## config.mk

```make
export PLATFORM = sky130hd
export DESIGN_NAME = rc5_block_cipher
export DESIGN_NICKNAME = d
export VERILOG_FILES = /design/src/rtl/core/rc5_pkg.sv /design/src/rtl/core/rc5_ram.sv /design/src/rtl/core/rc5_block_cipher.sv
export SDC_FILE = /design/constraint.sdc
export NUM_CORES = 2
export LEC_CHECK = 0
export ABC_AREA = 1
export BUFFER_PORTS_ARGS = -buffer_cell sky130_fd_sc_hd__buf_2
export CAP_MARGIN = 25
export CELL_PAD_IN_SITES_DETAIL_PLACEMENT = 1
export CELL_PAD_IN_SITES_GLOBAL_PLACEMENT = 2
export CORE_MARGIN = 8
export CORE_UTILIZATION = 43
export CTS_BUF_LIST = sky130_fd_sc_hd__clkbuf_8
export DETAILED_ROUTE_END_ITERATION = 10
export PLACE_DENSITY_LB_ADDON = 0.08
export SYNTH_ARGS = -nofsm -noshare
export SYNTH_HDL_FRONTEND = slang
export SYNTH_SLANG_ARGS = --single-unit
```

## constraint.sdc

```tcl
create_clock -name clock -period 7.5 [get_ports clock]
set_input_delay 1.125 -clock clock [delete_from_list [all_inputs] [get_ports clock]]
set_output_delay 1.125 -clock clock [all_outputs]
set_load 0.03 [all_outputs]
```

## src/rtl/core/rc5_pkg.sv

```systemverilog
package rc5_pkg;

   // Key expansion magic constants
   localparam logic [31:0] MAGIC_P = 32'hb7e15163;
   localparam logic [31:0] MAGIC_Q = 32'h9e3779b9;

   // Item modes carried in req_tuser
   typedef logic [1:0] mode_type;
   localparam mode_type MODE_EXPAND  = 2'd0;
   localparam mode_type MODE_ENCRYPT = 2'd1;
   localparam mode_type MODE_DECRYPT = 2'd2;
   localparam mode_type MODE_UNUSED  = 2'd3;   // no operation, zero result

   // Configuration register indexes
   typedef logic [2:0] csr_index_type;
   localparam csr_index_type CSR_KEY_WORD_0 = 3'd0;
   localparam csr_index_type CSR_KEY_WORD_1 = 3'd1;
   localparam csr_index_type CSR_KEY_WORD_2 = 3'd2;
   localparam csr_index_type CSR_KEY_WORD_3 = 3'd3;
   localparam csr_index_type CSR_KEY_LENGTH = 3'd4;

   localparam int          KEY_WORDS     = 4;
   localparam logic [4:0]  MAX_KEY_BYTES = 5'd16;
   localparam logic [4:0]  KEY_LEN_RESET = 5'd4;

   // Rotate left, amount taken modulo 32
   function automatic logic [31:0] rotl32(input logic [31:0] x, input logic [4:0] n);
      logic [63:0] d;
      d = {x, x} << n;
      return d[63:32];
   endfunction

   // Rotate right, amount taken modulo 32
   function automatic logic [31:0] rotr32(input logic [31:0] x, input logic [4:0] n);
      logic [63:0] d;
      d = {x, x} >> n;
      return d[31:0];
   endfunction

endpackage

```

## src/rtl/core/rc5_ram.sv

```systemverilog
module rc5_ram #(
   parameter int WIDTH = 32,
   parameter int DEPTH = 26
) (
   input  logic                     clock,
   input  logic                     wr_en,
   input  logic [$clog2(DEPTH)-1:0] wr_addr,
   input  logic [WIDTH-1:0]         wr_data,
   input  logic [$clog2(DEPTH)-1:0] rd_addr,
   output logic [WIDTH-1:0]         rd_data
);

   logic [WIDTH-1:0] mem_ff [DEPTH];
   logic [WIDTH-1:0] rd_data_ff;

   // One write port, one registered read port
   always_ff @(posedge clock) begin
      if (wr_en) begin
         mem_ff[wr_addr] <= wr_data;
      end
      rd_data_ff <= mem_ff[rd_addr];
   end

   assign rd_data = rd_data_ff;

endmodule

```

## src/rtl/core/rc5_block_cipher.sv

```systemverilog
// RC5-32/ROUNDS block cipher with a key of up to 16 bytes. Each transfer on the req_ side
// carries a mode: expand the configured key into the subkey table, encrypt one 64-bit block or
// decrypt one; each gives exactly one transfer on the rsp_ side (zero data with the flag set
// for an expansion, zero data for the unused mode). The subkey table of 2*(ROUNDS+1) words sits
// in a single-port-read RAM, so a block reads one subkey per cycle and does one half-round per
// cycle. Key expansion first loads the initial table word by word, then runs 3*(2*(ROUNDS+1))
// mixing steps, each a subkey update followed by a key word update with its variable rotate.
// The table reads as all zero after reset until the first expansion has loaded it. Key
// registers may be written only while the block is idle.
module rc5_block_cipher #(
   parameter int ROUNDS = 12
) (
   input  logic        clock,
   input  logic        reset,
   // request channel
   input  logic        req_tvalid,
   output logic        req_tready,
   input  logic [63:0] req_tdata,   // [31:0] block_a, [63:32] block_b
   input  logic [1:0]  req_tuser,   // [1:0] mode
   // response channel
   output logic        rsp_tvalid,
   input  logic        rsp_tready,
   output logic [63:0] rsp_tdata,   // [31:0] result_a, [63:32] result_b
   output logic        rsp_tuser,   // [0] expand_done
   // configuration
   input  logic        csr_we,
   input  logic [2:0]  csr_index,
   input  logic [31:0] csr_wdata
);

   localparam int TABLE_WORDS = 2 * (ROUNDS + 1);
   localparam int IW          = $clog2(TABLE_WORDS);
   localparam int MIX_STEPS   = 3 * TABLE_WORDS;
   localparam int SW          = $clog2(MIX_STEPS);
   localparam logic [IW-1:0] IDX_LAST  = IW'(TABLE_WORDS - 1);
   localparam logic [SW-1:0] STEP_LAST = SW'(MIX_STEPS - 1);

   localparam logic [2:0] ST_IDLE   = 3'd0;
   localparam logic [2:0] ST_INIT   = 3'd1;
   localparam logic [2:0] ST_MIX_A  = 3'd2;
   localparam logic [2:0] ST_MIX_B  = 3'd3;
   localparam logic [2:0] ST_CIPHER = 3'd4;
   localparam logic [2:0] ST_DONE   = 3'd5;

   // Control state
   logic [2:0]    state_ff, state_in;
   logic          table_ok_ff, table_ok_in;
   logic          rsp_valid_ff, rsp_valid_in;
   logic [4:0]    key_len_ff, key_len_in;
   // Datapath
   logic [31:0]   key_word_ff [rc5_pkg::KEY_WORDS];
   logic [31:0]   key_l_ff    [rc5_pkg::KEY_WORDS];
   logic [31:0]   key_l_in    [rc5_pkg::KEY_WORDS];
   logic [1:0]    j_ff, j_in;
   logic [1:0]    j_last_ff, j_last_in;
   logic [IW-1:0] idx_ff, idx_in;
   logic [SW-1:0] step_ff, step_in;
   logic [31:0]   a_ff, a_in;
   logic [31:0]   b_ff, b_in;
   logic [1:0]    mode_ff, mode_in;
   logic [63:0]   rsp_data_ff, rsp_data_in;
   logic          rsp_flag_ff, rsp_flag_in;

   // RAM ports
   logic          mem_wr_en;
   logic [IW-1:0] mem_wr_addr;
   logic [31:0]   mem_wr_data;
   logic [IW-1:0] mem_rd_addr;
   logic [31:0]   mem_rd_data;

   // Helpers
   logic          req_xfer;
   logic          out_free;
   logic [31:0]   subkey;
   logic [31:0]   ab_sum;
   logic [31:0]   mix_a;
   logic [31:0]   mix_b;
   logic [IW-1:0] idx_wrap;
   logic [4:0]    len_sat;
   logic [5:0]    len_round;
   logic [31:0]   key_masked [rc5_pkg::KEY_WORDS];

   rc5_ram #(
      .WIDTH (32),
      .DEPTH (TABLE_WORDS)
   ) u_table (
      .clock   (clock),
      .wr_en   (mem_wr_en),
      .wr_addr (mem_wr_addr),
      .wr_data (mem_wr_data),
      .rd_addr (mem_rd_addr),
      .rd_data (mem_rd_data)
   );

   assign req_tready = (state_ff == ST_IDLE);
   assign req_xfer   = req_tvalid && req_tready;
   assign out_free   = !rsp_valid_ff || rsp_tready;
   assign rsp_tvalid = rsp_valid_ff;
   assign rsp_tdata  = rsp_data_ff;
   assign rsp_tuser  = rsp_flag_ff;

   // Table reads as zero until first loaded
   assign subkey   = table_ok_ff ? mem_rd_data : 32'd0;
   assign ab_sum   = a_ff + b_ff;
   assign mix_a    = rc5_pkg::rotl32(subkey + ab_sum, 5'd3);
   assign mix_b    = rc5_pkg::rotl32(key_l_ff[j_ff] + ab_sum, ab_sum[4:0]);
   assign idx_wrap = (idx_ff == IDX_LAST) ? '0 : idx_ff + IW'(1);

   // Key bytes beyond the length are dropped
   assign len_sat   = (key_len_ff > rc5_pkg::MAX_KEY_BYTES) ? rc5_pkg::MAX_KEY_BYTES
                                                           : key_len_ff;
   assign len_round = {1'b0, len_sat} + 6'd3;
   always_comb begin
      for (int k = 0; k < rc5_pkg::KEY_WORDS; k++) begin
         for (int n = 0; n < 4; n++) begin
            key_masked[k][8*n +: 8] = ({1'b0, len_sat} > 6'(4*k + n)) ?
                                      key_word_ff[k][8*n +: 8] : 8'd0;
         end
      end
   end

   // Sequencer and datapath next state
   always_comb begin
      state_in     = state_ff;
      table_ok_in  = table_ok_ff;
      rsp_valid_in = rsp_valid_ff;
      key_l_in     = key_l_ff;
      j_in         = j_ff;
      j_last_in    = j_last_ff;
      idx_in       = idx_ff;
      step_in      = step_ff;
      a_in         = a_ff;
      b_in         = b_ff;
      mode_in      = mode_ff;
      rsp_data_in  = rsp_data_ff;
      rsp_flag_in  = rsp_flag_ff;
      mem_wr_en    = 1'b0;
      mem_wr_addr  = idx_ff;
      mem_wr_data  = a_ff;
      mem_rd_addr  = idx_ff;

      if (rsp_valid_ff && rsp_tready) begin
         rsp_valid_in = 1'b0;
      end

      unique case (state_ff)
         ST_IDLE: begin
            if (req_xfer) begin
               mode_in = req_tuser;
               a_in    = req_tdata[31:0];
               b_in    = req_tdata[63:32];
               unique case (req_tuser)
                  rc5_pkg::MODE_EXPAND: begin
                     state_in  = ST_INIT;
                     idx_in    = '0;
                     a_in      = rc5_pkg::MAGIC_P;
                     key_l_in  = key_masked;
                     j_in      = 2'd0;
                     j_last_in = (len_round[5:2] == 4'd0) ? 2'd0 : 2'(len_round[5:2] - 4'd1);
                  end
                  rc5_pkg::MODE_ENCRYPT: begin
                     state_in    = ST_CIPHER;
                     idx_in      = '0;
                     mem_rd_addr = '0;
                  end
                  rc5_pkg::MODE_DECRYPT: begin
                     state_in    = ST_CIPHER;
                     idx_in      = IDX_LAST;
                     mem_rd_addr = IDX_LAST;
                  end
                  default: begin
                     state_in = ST_DONE;
                  end
               endcase
            end
         end
         ST_INIT: begin
            // S[i] = P + i*Q, one word per cycle
            mem_wr_en   = 1'b1;
            mem_wr_data = a_ff;
            a_in        = a_ff + rc5_pkg::MAGIC_Q;
            idx_in      = idx_wrap;
            mem_rd_addr = '0;
            if (idx_ff == IDX_LAST) begin
               state_in    = ST_MIX_A;
               table_ok_in = 1'b1;
               a_in        = 32'd0;
               b_in        = 32'd0;
               step_in     = '0;
            end
         end
         ST_MIX_A: begin
            // subkey update, written back in place
            a_in        = mix_a;
            mem_wr_en   = 1'b1;
            mem_wr_data = mix_a;
            state_in    = ST_MIX_B;
         end
         ST_MIX_B: begin
            // key word update, fetch next subkey
            b_in           = mix_b;
            key_l_in[j_ff] = mix_b;
            j_in           = (j_ff == j_last_ff) ? 2'd0 : j_ff + 2'd1;
            idx_in         = idx_wrap;
            mem_rd_addr    = idx_wrap;
            step_in        = step_ff + SW'(1);
            state_in       = (step_ff == STEP_LAST) ? ST_DONE : ST_MIX_A;
         end
         ST_CIPHER: begin
            // one half-round per cycle, next subkey fetched meanwhile
            if (mode_ff == rc5_pkg::MODE_ENCRYPT) begin
               if (idx_ff == '0) begin
                  a_in = a_ff + subkey;
               end else if (idx_ff == IW'(1)) begin
                  b_in = b_ff + subkey;
               end else if (!idx_ff[0]) begin
                  a_in = rc5_pkg::rotl32(a_ff ^ b_ff, b_ff[4:0]) + subkey;
               end else begin
                  b_in = rc5_pkg::rotl32(b_ff ^ a_ff, a_ff[4:0]) + subkey;
               end
               idx_in      = idx_ff + IW'(1);
               mem_rd_addr = idx_ff + IW'(1);
               if (idx_ff == IDX_LAST) begin
                  state_in = ST_DONE;
               end
            end else begin
               if (idx_ff == '0) begin
                  a_in = a_ff - subkey;
               end else if (idx_ff == IW'(1)) begin
                  b_in = b_ff - subkey;
               end else if (idx_ff[0]) begin
                  b_in = rc5_pkg::rotr32(b_ff - subkey, a_ff[4:0]) ^ a_ff;
               end else begin
                  a_in = rc5_pkg::rotr32(a_ff - subkey, b_ff[4:0]) ^ b_ff;
               end
               idx_in      = idx_ff - IW'(1);
               mem_rd_addr = idx_ff - IW'(1);
               if (idx_ff == '0) begin
                  state_in = ST_DONE;
               end
            end
         end
         ST_DONE: begin
            // hand the result to the output register once it is free
            if (out_free) begin
               rsp_valid_in = 1'b1;
               rsp_flag_in  = (mode_ff == rc5_pkg::MODE_EXPAND);
               if (mode_ff == rc5_pkg::MODE_ENCRYPT || mode_ff == rc5_pkg::MODE_DECRYPT) begin
                  rsp_data_in = {b_ff, a_ff};
               end else begin
                  rsp_data_in = 64'd0;
               end
               state_in = ST_IDLE;
            end
         end
         default: begin
            state_in = ST_IDLE;
         end
      endcase
   end

   // Configuration writes
   always_comb begin
      key_len_in = key_len_ff;
      if (csr_we && csr_index == rc5_pkg::CSR_KEY_LENGTH) begin
         key_len_in = csr_wdata[4:0];
      end
   end

   always_ff @(posedge clock) begin
      if (reset) begin
         state_ff     <= ST_IDLE;
         table_ok_ff  <= 1'b0;
         rsp_valid_ff <= 1'b0;
         key_len_ff   <= rc5_pkg::KEY_LEN_RESET;
         for (int k = 0; k < rc5_pkg::KEY_WORDS; k++) begin
            key_word_ff[k] <= 32'd0;
         end
      end else begin
         state_ff     <= state_in;
         table_ok_ff  <= table_ok_in;
         rsp_valid_ff <= rsp_valid_in;
         key_len_ff   <= key_len_in;
         if (csr_we) begin
            unique case (csr_index)
               rc5_pkg::CSR_KEY_WORD_0: key_word_ff[0] <= csr_wdata;
               rc5_pkg::CSR_KEY_WORD_1: key_word_ff[1] <= csr_wdata;
               rc5_pkg::CSR_KEY_WORD_2: key_word_ff[2] <= csr_wdata;
               rc5_pkg::CSR_KEY_WORD_3: key_word_ff[3] <= csr_wdata;
               default: ;
            endcase
         end
      end
   end

   // Payload registers
   always_ff @(posedge clock) begin
      key_l_ff    <= key_l_in;
      j_ff        <= j_in;
      j_last_ff   <= j_last_in;
      idx_ff      <= idx_in;
      step_ff     <= step_in;
      a_ff        <= a_in;
      b_ff        <= b_in;
      mode_ff     <= mode_in;
      rsp_data_ff <= rsp_data_in;
      rsp_flag_ff <= rsp_flag_in;
   end

   // Table is written only while loading or mixing
   assert property (@(posedge clock) disable iff (reset)
      mem_wr_en |-> (state_ff == ST_INIT || state_ff == ST_MIX_A))
      else $error("subkey table written outside key expansion");

   // One item at a time
   assert property (@(posedge clock) disable iff (reset)
      req_xfer |=> !req_tready)
      else $error("request taken while busy");

   // A new result only comes from the finishing step
   assert property (@(posedge clock) disable iff (reset)
      $rose(rsp_valid_ff) |-> $past(state_ff) == ST_DONE)
      else $error("result raised outside finishing step");

   // Once loaded, the table stays valid until reset
   assert property (@(posedge clock) disable iff (reset)
      table_ok_ff |=> table_ok_ff)
      else $error("subkey table valid flag dropped");

endmodule

```

After elaboration in Yosys (flattened, before gate mapping)
Memories as Yosys holds them, arrays and structs flattened. A register that Yosys moved wholly into a read port is not among the register bits.
Cells that the tools add are included.
{ "classes": {"add_sub_neg": 16, "n_lt_le_gt_ge": 19, "eq_ne": 28, "n_shift": 5, "n_mux": 100, "n_bitwise": 8, "reduce_logical": 32} }
{ "ops": {"columns": ["op", "n"], "rows": [
  ["32-bit two-way mux", 28],
  ["128-bit two-way mux", 2],
  ["128-bit case mux with 2 select lines", 1],
  ["32-bit case mux with 4 select lines", 2],
  ["32-bit adder", 7],
  ["64-bit by 5-bit << shifter with 64-bit output", 3],
  ["128-bit bitwise mux", 1],
  ["8-bit two-way mux", 16],
  ["64-bit by 5-bit >> shifter with 32-bit output", 2],
  ["32-bit XOR", 3],
  ["32-bit binary-select mux with 2-bit select", 1],
  ["32-bit demux with 2-bit select", 1],
  ["32-bit subtractor", 2],
  ["5-bit by 4-bit greater-than comparator with 1-bit output (second input constant)", 8],
  ["32-bit adder (second input constant)", 1],
  ["5-bit two-way mux", 5],
  ["1-bit two-way mux", 24],
  ["3-bit two-way mux", 7],
  ["5-bit by 3-bit greater-than comparator with 1-bit output (second input constant)", 4],
  ["5-bit case mux with 2 select lines", 2],
  ["5-bit case mux with 4 select lines", 1],
  ["3-bit case mux with 6 select lines", 1],
  ["3-bit inequality test (second input constant)", 5],
  ["5-bit case mux with 3 select lines", 1],
  ["45 further kinds", 80]
]} }
{ "totals": {"ff_bits": 285, "ram_bits": 960, "output_inout_bits": 67, "wordCells": 227, "n_memories": 2} }
{ "mem_list": {"columns": ["name", "depth", "width", "rd", "rd_clocked_by_memory_dff", "write_ports", "line", "rtl"], "rows": [
  ["u_table.mem_ff", 26, 32, 1, 1, 1, "rc5_ram.sv:13", "logic [WIDTH-1:0] mem_ff [DEPTH];"],
  ["key_word_ff", 4, 32, 4, 0, 4, "rc5_block_cipher.sv:51", "logic [31:0] key_word_ff [rc5_pkg::KEY_WORDS];"]
]} }

Logic depth before layout (Yosys ltp)
{ "logic_depth": {"ltp_word": 9, "mapped_depth": 32} }

Cells and area by module
A second synthesis with hierarchy kept.
{ "hier_totals": {"hier_cells": 10633, "hier_area_um2": 81614.5} }
{ "modules_own_cells": {"columns": ["mod", "instances", "cells_per_inst", "area_each_um2", "seq_area_each_um2"], "rows": [
  ["rc5_block_cipher", 1, 7562, 46729.8, 12301.8],
  ["rc5_ram", 1, 3071, 34884.7, 25624.6]
]} }

Least setup slack after synthesis
Ideal clock, no wire load.
{ "synth_path": {"kind": "register to register", "startpoint": "register a_ff[0]", "endpoint": "memory u_table.mem_ff[0][0] (data pin)", "setup_ps": 462, "t_arrival_ps": 4553, "t_required_ps": 7038, "setup_slack_ps": 2486, "stages_incl_launch_ff": 25, "path_buffers": 0, "synth_period_minus_slack_ps": 5014, "path_cell_list": "edfxtp_1 > ha_1 > fa_1 > nand3_1 > nand2_1 > nand2_1 > o211ai_1 > a21boi_1 > o21ai_1 > a21oi_2 > o21ai_1 > a21oi_1 > o21ai_1 > xor2_1 > ha_1 > nand2_1 > nor4_1 > nand3_1 > nand3_1 > nand2_1 > o211ai_1 > a31o_2 > a21oi_1 > o21ai_0 > o21ai_0"} }
{ "synth_via": {"elab_chain_cells": 3} }
{ "synth_rtl": {"columns": ["element", "line", "rtl"], "rows": [
  ["from (decl)", "rc5_block_cipher.sv:58", "logic [31:0] a_ff, a_in;"],
  ["from (signal assigned)", "rc5_block_cipher.sv:303", "a_ff <= a_in;"],
  ["32-bit adder", "rc5_block_cipher.sv:104", "assign ab_sum = a_ff + b_ff;"],
  ["32-bit adder", "rc5_block_cipher.sv:105", "assign mix_a = rc5_pkg::rotl32(subkey + ab_sum, 5'd3);"],
  ["32-bit two-way mux (*)", "rc5_block_cipher.sv:146", "unique case (state_ff)"],
  ["named net mem_wr_data[0]", "rc5_block_cipher.sv:67", "logic [31:0] mem_wr_data;"],
  ["to (decl)", "rc5_ram.sv:13", null]
]} }
The timed path passes the listed nets; every way through them passes the cells marked *.

Worst setup path after layout
{ "layout_path": {"startpoint": "register b_ff[14]", "endpoint": "register b_ff[19] (data pin)"} }
{ "layout_via": {"elab_chain_cells": 8, "word_cells_on_any_way": 18} }
{ "layout_rtl": {"columns": ["element", "line", "rtl"], "rows": [
  ["from (decl)", "rc5_block_cipher.sv:59", "logic [31:0] b_ff, b_in;"],
  ["from (signal assigned)", "rc5_block_cipher.sv:304", "b_ff <= b_in;"],
  ["branches (longest 7 deep; another with 32-bit adder)", null, null],
  ["32-bit case mux with 4 select lines (*)", "rc5_block_cipher.sv:146", null],
  ["named net b_in[19]", "rc5_block_cipher.sv:59", null]
]} }
Mark *: on every way through the listed nets, which the timed path passes. The select of a mux whose other input is x is not followed.
A chain may end at the register's enable or synchronous reset.

==> reports/results.env <==
STATUS='finished clean'
MAX_STAGE_DELAY_NS=0.69
GRT_PASS1_VIAS=75348
SYN_AREA_PER_CELL_UM2=8.17
SKEW_NS=0.0703
WORST_SETUP_HOLD_PATH_CLK_SLEW_NS=0.07
CTS_TREE='done'
IOPINCOUNT=173
FMAX_MHz=147
NUM_ROWS=157
NUMBER_OF_UNIQUE_STANDARD_CELL_TYPES_USED_BY_SYNTHESIS=64
SEQUENTIAL_CELL_AREA_UM2=37900
PLACED_CELLS=11910
SETUP_VIOL=0
FIN_TNS_SETUP_NS=0
REGTOREGSETUPSLACK_NS=0.70
FLOORPLAN.DIE.WIDTH_UM=443
CTSROOTBUFFERMASTER='sky130_fd_sc_hd__clkbuf_8'
ANT_NETS=0
POST-CTS-SETUP-BUFFERS=0
LONGEST_CLK_PATH_BUFS=3
GRT_START_MAX_NET_PINS=158
MAPPEDNETLISTAREA_UM2=78600
ANTENNA_VIOLATIONS_BEFORE_REPAIR=42
TRITONCTS_BUFFER_COUNT=211
FLOORPLAN.CORE_AREA_UM2=182000
FINISH.CELL_COUNT_WITHOUT_FILLERS=12348
DIE-HEIGHT_UM=443
GLOBALROUTEOVERFLOWTOTAL=0
START_UTIL=0.431
STDCELL_AREA_UM2=87100
CRIT_SLOWEST_CELL='sky130_fd_sc_hd__edfxtp_1'
IO_BUFFERS=172
NUM_VIAS=77215
DETAIL_ROUTE.WIRELENGTH_UM=399000
CTS_HOLD_BUF=0
YS.FLOP_TYPE='sky130_fd_sc_hd__edfxtp_1'
SYNTHCELLS=9618
CRITPATHMOSTFREQUENTCELL='sky130_fd_sc_hd__nand3_1'
TIMING.FINAL.HOLD_VIOLATIONS=0
CLOCK_PERIOD_MINUS_FINAL_WORST_SETUP_SLACK_NS=6.80
TIMING.FINAL.CRIT_SHARE=0.907
GRT_FIRST_PASS_WIRELENGTH_UM=553000
MAXSLEWVIOLCOUNT=0
MIN-DELAY-PATH-CLASS='in -> reg'
AREA_GROWTH_PCT=10.8
RSZ0062_AT_GRT='no'
GRT_USE_TOTAL=0.388
WORST-PATH-MAX-FANOUT=7
DETAILED_PLACE.AREA_UM2=82700
SEQUENTIAL_CELL_AREA_FRACTION_IN_THE_YOSYS_REPORT=0.483
FP.DIEAREA_UM2=197000
WORST_EP_REQUIRED_TIME_NS=8.40
WORST_SLEW_PIN_SLEW_NS=1.25
POST_SYN_NETS=9965
VIASPERCELL=6.25
WIRE_PER_INST_UM=32.3
CRIT_ARRIVAL_NS=7.70
SYNTH_WARNINGS=0
TIMING.SETUP.CRITICAL_PATH_CLASS='reg -> reg'
YS_SEQ_ELEMENTS=1277
ASYNCSETRESETFLOPFRACSYNTH=0
POST_ROUTE_CELLS_DRIVE_ABOVE_1_SHARE=0.0863
DETAILEDROUTE.FIRSTITERATIONVIOLATIONS=9150
MAXCAPVIOLCOUNT=0
FILLCELLCOUNT=21822
SLEW_HEADROOM=0.157
PLACE.DETAILED.HPWL_UM=294000
FINAL_CORE_UTILIZATION=0.478
CRITICAL_PATH.STARTPOINT_TYPE='flip-flop'
CLOCK_SINK_COUNT=1277
HTREEDEPTH=4
CRIT_PATH_END_KIND='flip-flop'
MULTI_INPUT_GATE_AREA_IN_THE_FINAL_LAYOUT_UM2=35600
ROUTABILITYCONGESTION=1.08
WORST_SKEW_PAIR.LATE_LATENCY_NS=1.05
FINAL_NETS=10095
DETAIL_ROUTE.DRC_VIOLATIONS=0
FIRST_PASS_ITERS=8
SYNTH_EDF_COUNT=1235
POST_CTS.RESIZED_INSTANCES=0
-- path summary, 6_finish.rpt --
check	start	to	cells past startpoint
setup / recovery	b_ff[14]$_DFFE_PP_	b_ff[19]$_DFFE_PP_	29
hold reg to reg	key_len_ff[3]$_SDFFE_PP0P_	key_len_ff[3]$_SDFFE_PP0P_	2
hold / removal	req_tuser[0]	mode_ff[0]$_DFFE_PP_	1
setup reg to reg	b_ff[14]$_DFFE_PP_	b_ff[19]$_DFFE_PP_	29
-- state kept, by name, indices dropped and copies added, names as in the netlist, 7 cells and up --
name / cells
u_table.mem_ff: 832
key_l_ff: 128
key_word_ff: 128
rsp_tdata: 64
a_ff: 32
b_ff: 32
u_table.rd_data: 32
step_ff: 7
-- logic make-up (layout without fill, tap and decap cells) --
group | count (synthesis) | after routing | synth area share
AND/OR/NAND/NOR | 4588 | 4588 | 0.247
AO/OA/AOI/OAI | 1976 | 1976 | 0.143
buffers and inverters | 1381 | 1693 | 0.0702
flip-flops | 1277 | 1277 | 0.483
adder cells (fa/ha/maj) | 241 | 241 | 0.0391
XOR/XNOR | 98 | 98 | 0.0109
multiplexers | 57 | 57 | 0.00726
other | 0 | 33 | 0
-- cell usage in the layout (no fill, tap or decap), types with 157 or more instances in the layout --
cell type / count
sky130_fd_sc_hd__nand3_1: 1327
sky130_fd_sc_hd__o221ai_1: 157
sky130_fd_sc_hd__buf_2: 173
sky130_fd_sc_hd__inv_1: 910
sky130_fd_sc_hd__nand2_1: 2111
sky130_fd_sc_hd__edfxtp_1: 1235
sky130_fd_sc_hd__o21ai_0: 1018
sky130_fd_sc_hd__ha_1: 232
sky130_fd_sc_hd__clkbuf_8: 227
sky130_fd_sc_hd__nor2_1: 926
sky130_fd_sc_hd__buf_4: 216
sky130_fd_sc_hd__a21oi_1: 397
-- synthesized netlist by cell type (17+ instances only) --
| cell type | instances | area (µm²) |
|---|---|---|
| sky130_fd_sc_hd__o22ai_1 | 72 | 450 |
| sky130_fd_sc_hd__inv_2 | 20 | 75.1 |
| sky130_fd_sc_hd__a31oi_1 | 67 | 419 |
| sky130_fd_sc_hd__o21ai_1 | 29 | 145 |
| sky130_fd_sc_hd__nand3_1 | 1328 | 6650 |
| sky130_fd_sc_hd__clkbuf_1 | 253 | 950 |
| sky130_fd_sc_hd__o221ai_1 | 157 | 1380 |
| sky130_fd_sc_hd__a21oi_1 | 401 | 2010 |
| sky130_fd_sc_hd__a21o_1 | 21 | 158 |
| sky130_fd_sc_hd__xor2_1 | 80 | 701 |
| sky130_fd_sc_hd__nor2_1 | 956 | 3590 |
| sky130_fd_sc_hd__clkbuf_2 | 19 | 95.1 |
| sky130_fd_sc_hd__o21a_1 | 22 | 165 |
| sky130_fd_sc_hd__or2_2 | 25 | 156 |
| sky130_fd_sc_hd__inv_1 | 851 | 3190 |
| sky130_fd_sc_hd__ha_1 | 234 | 2930 |
| sky130_fd_sc_hd__o21bai_1 | 59 | 443 |
| sky130_fd_sc_hd__mux2i_1 | 57 | 571 |
| sky130_fd_sc_hd__dfxtp_1 | 42 | 841 |
| sky130_fd_sc_hd__nor3_1 | 48 | 240 |
| sky130_fd_sc_hd__nand3b_1 | 20 | 150 |
| sky130_fd_sc_hd__xnor2_1 | 18 | 158 |
| sky130_fd_sc_hd__edfxtp_1 | 1235 | 37100 |
| sky130_fd_sc_hd__nand4_1 | 45 | 282 |
| sky130_fd_sc_hd__o211ai_1 | 56 | 420 |
| sky130_fd_sc_hd__buf_2 | 122 | 611 |
| sky130_fd_sc_hd__o21ai_0 | 1047 | 5240 |
| sky130_fd_sc_hd__buf_1 | 74 | 278 |
| sky130_fd_sc_hd__buf_4 | 17 | 128 |
| sky130_fd_sc_hd__nand2_1 | 2112 | 7930 |
-- per-stage QoR --
| stage | setup WS, ns | hold WS [ns] |
|---|---|---|
| 6_report | 0.699 | 0.366 |
| 5_1_grt | 0.484 | 0.329 |
| 4_1_cts | 0.868 | 0.258 |
| 3_5_place_dp | 0.898 | 0.496 |
| 3_3_place_gp | 0.784 | 0.503 |
| 2_1_floorplan | 2.49 | 0.465 |
-- critical path: cells and delay by family, from the launching register on --
family / cells / cell delay, ns
flip-flops: 1 / 0.69
AND/OR/NAND/NOR: 17 / 2.69
AO/OA/AOI/OAI: 7 / 1.54
XOR/XNOR: 1 / 0.43
buffers and inverters: 2 / 0.28
adder cells (fa/ha/maj): 2 / 1.03
-- metal layers --
metal	wire length (µm)	global-route usage	up-vias	part of all wire
li1	-	-	33697	-
met1	154000	0.493	38281	0.39
met2	173000	0.586	4145	0.43
met3	37200	0.0791	1072	0.093
met4	34400	0.284	20	0.086
met5	133	0	-	0.00033
-- area by class of cell --
| type | count | share of cell area |
|---|---|---|
| clock inverter | 168 | 0.0119 |
| sequential | 1277 | 0.436 |
| multi-input combinational | 6960 | 0.409 |
| clock buffer | 227 | 0.0359 |
| tap | 2385 | 0.0343 |
| antenna | 33 | 0.000949 |
| timing repair buffer | 414 | 0.0344 |
| inverter | 884 | 0.0383 |
Power is not shown: default switching activity piles up to over one toggle a cycle in this logic, so the estimate is an artifact.
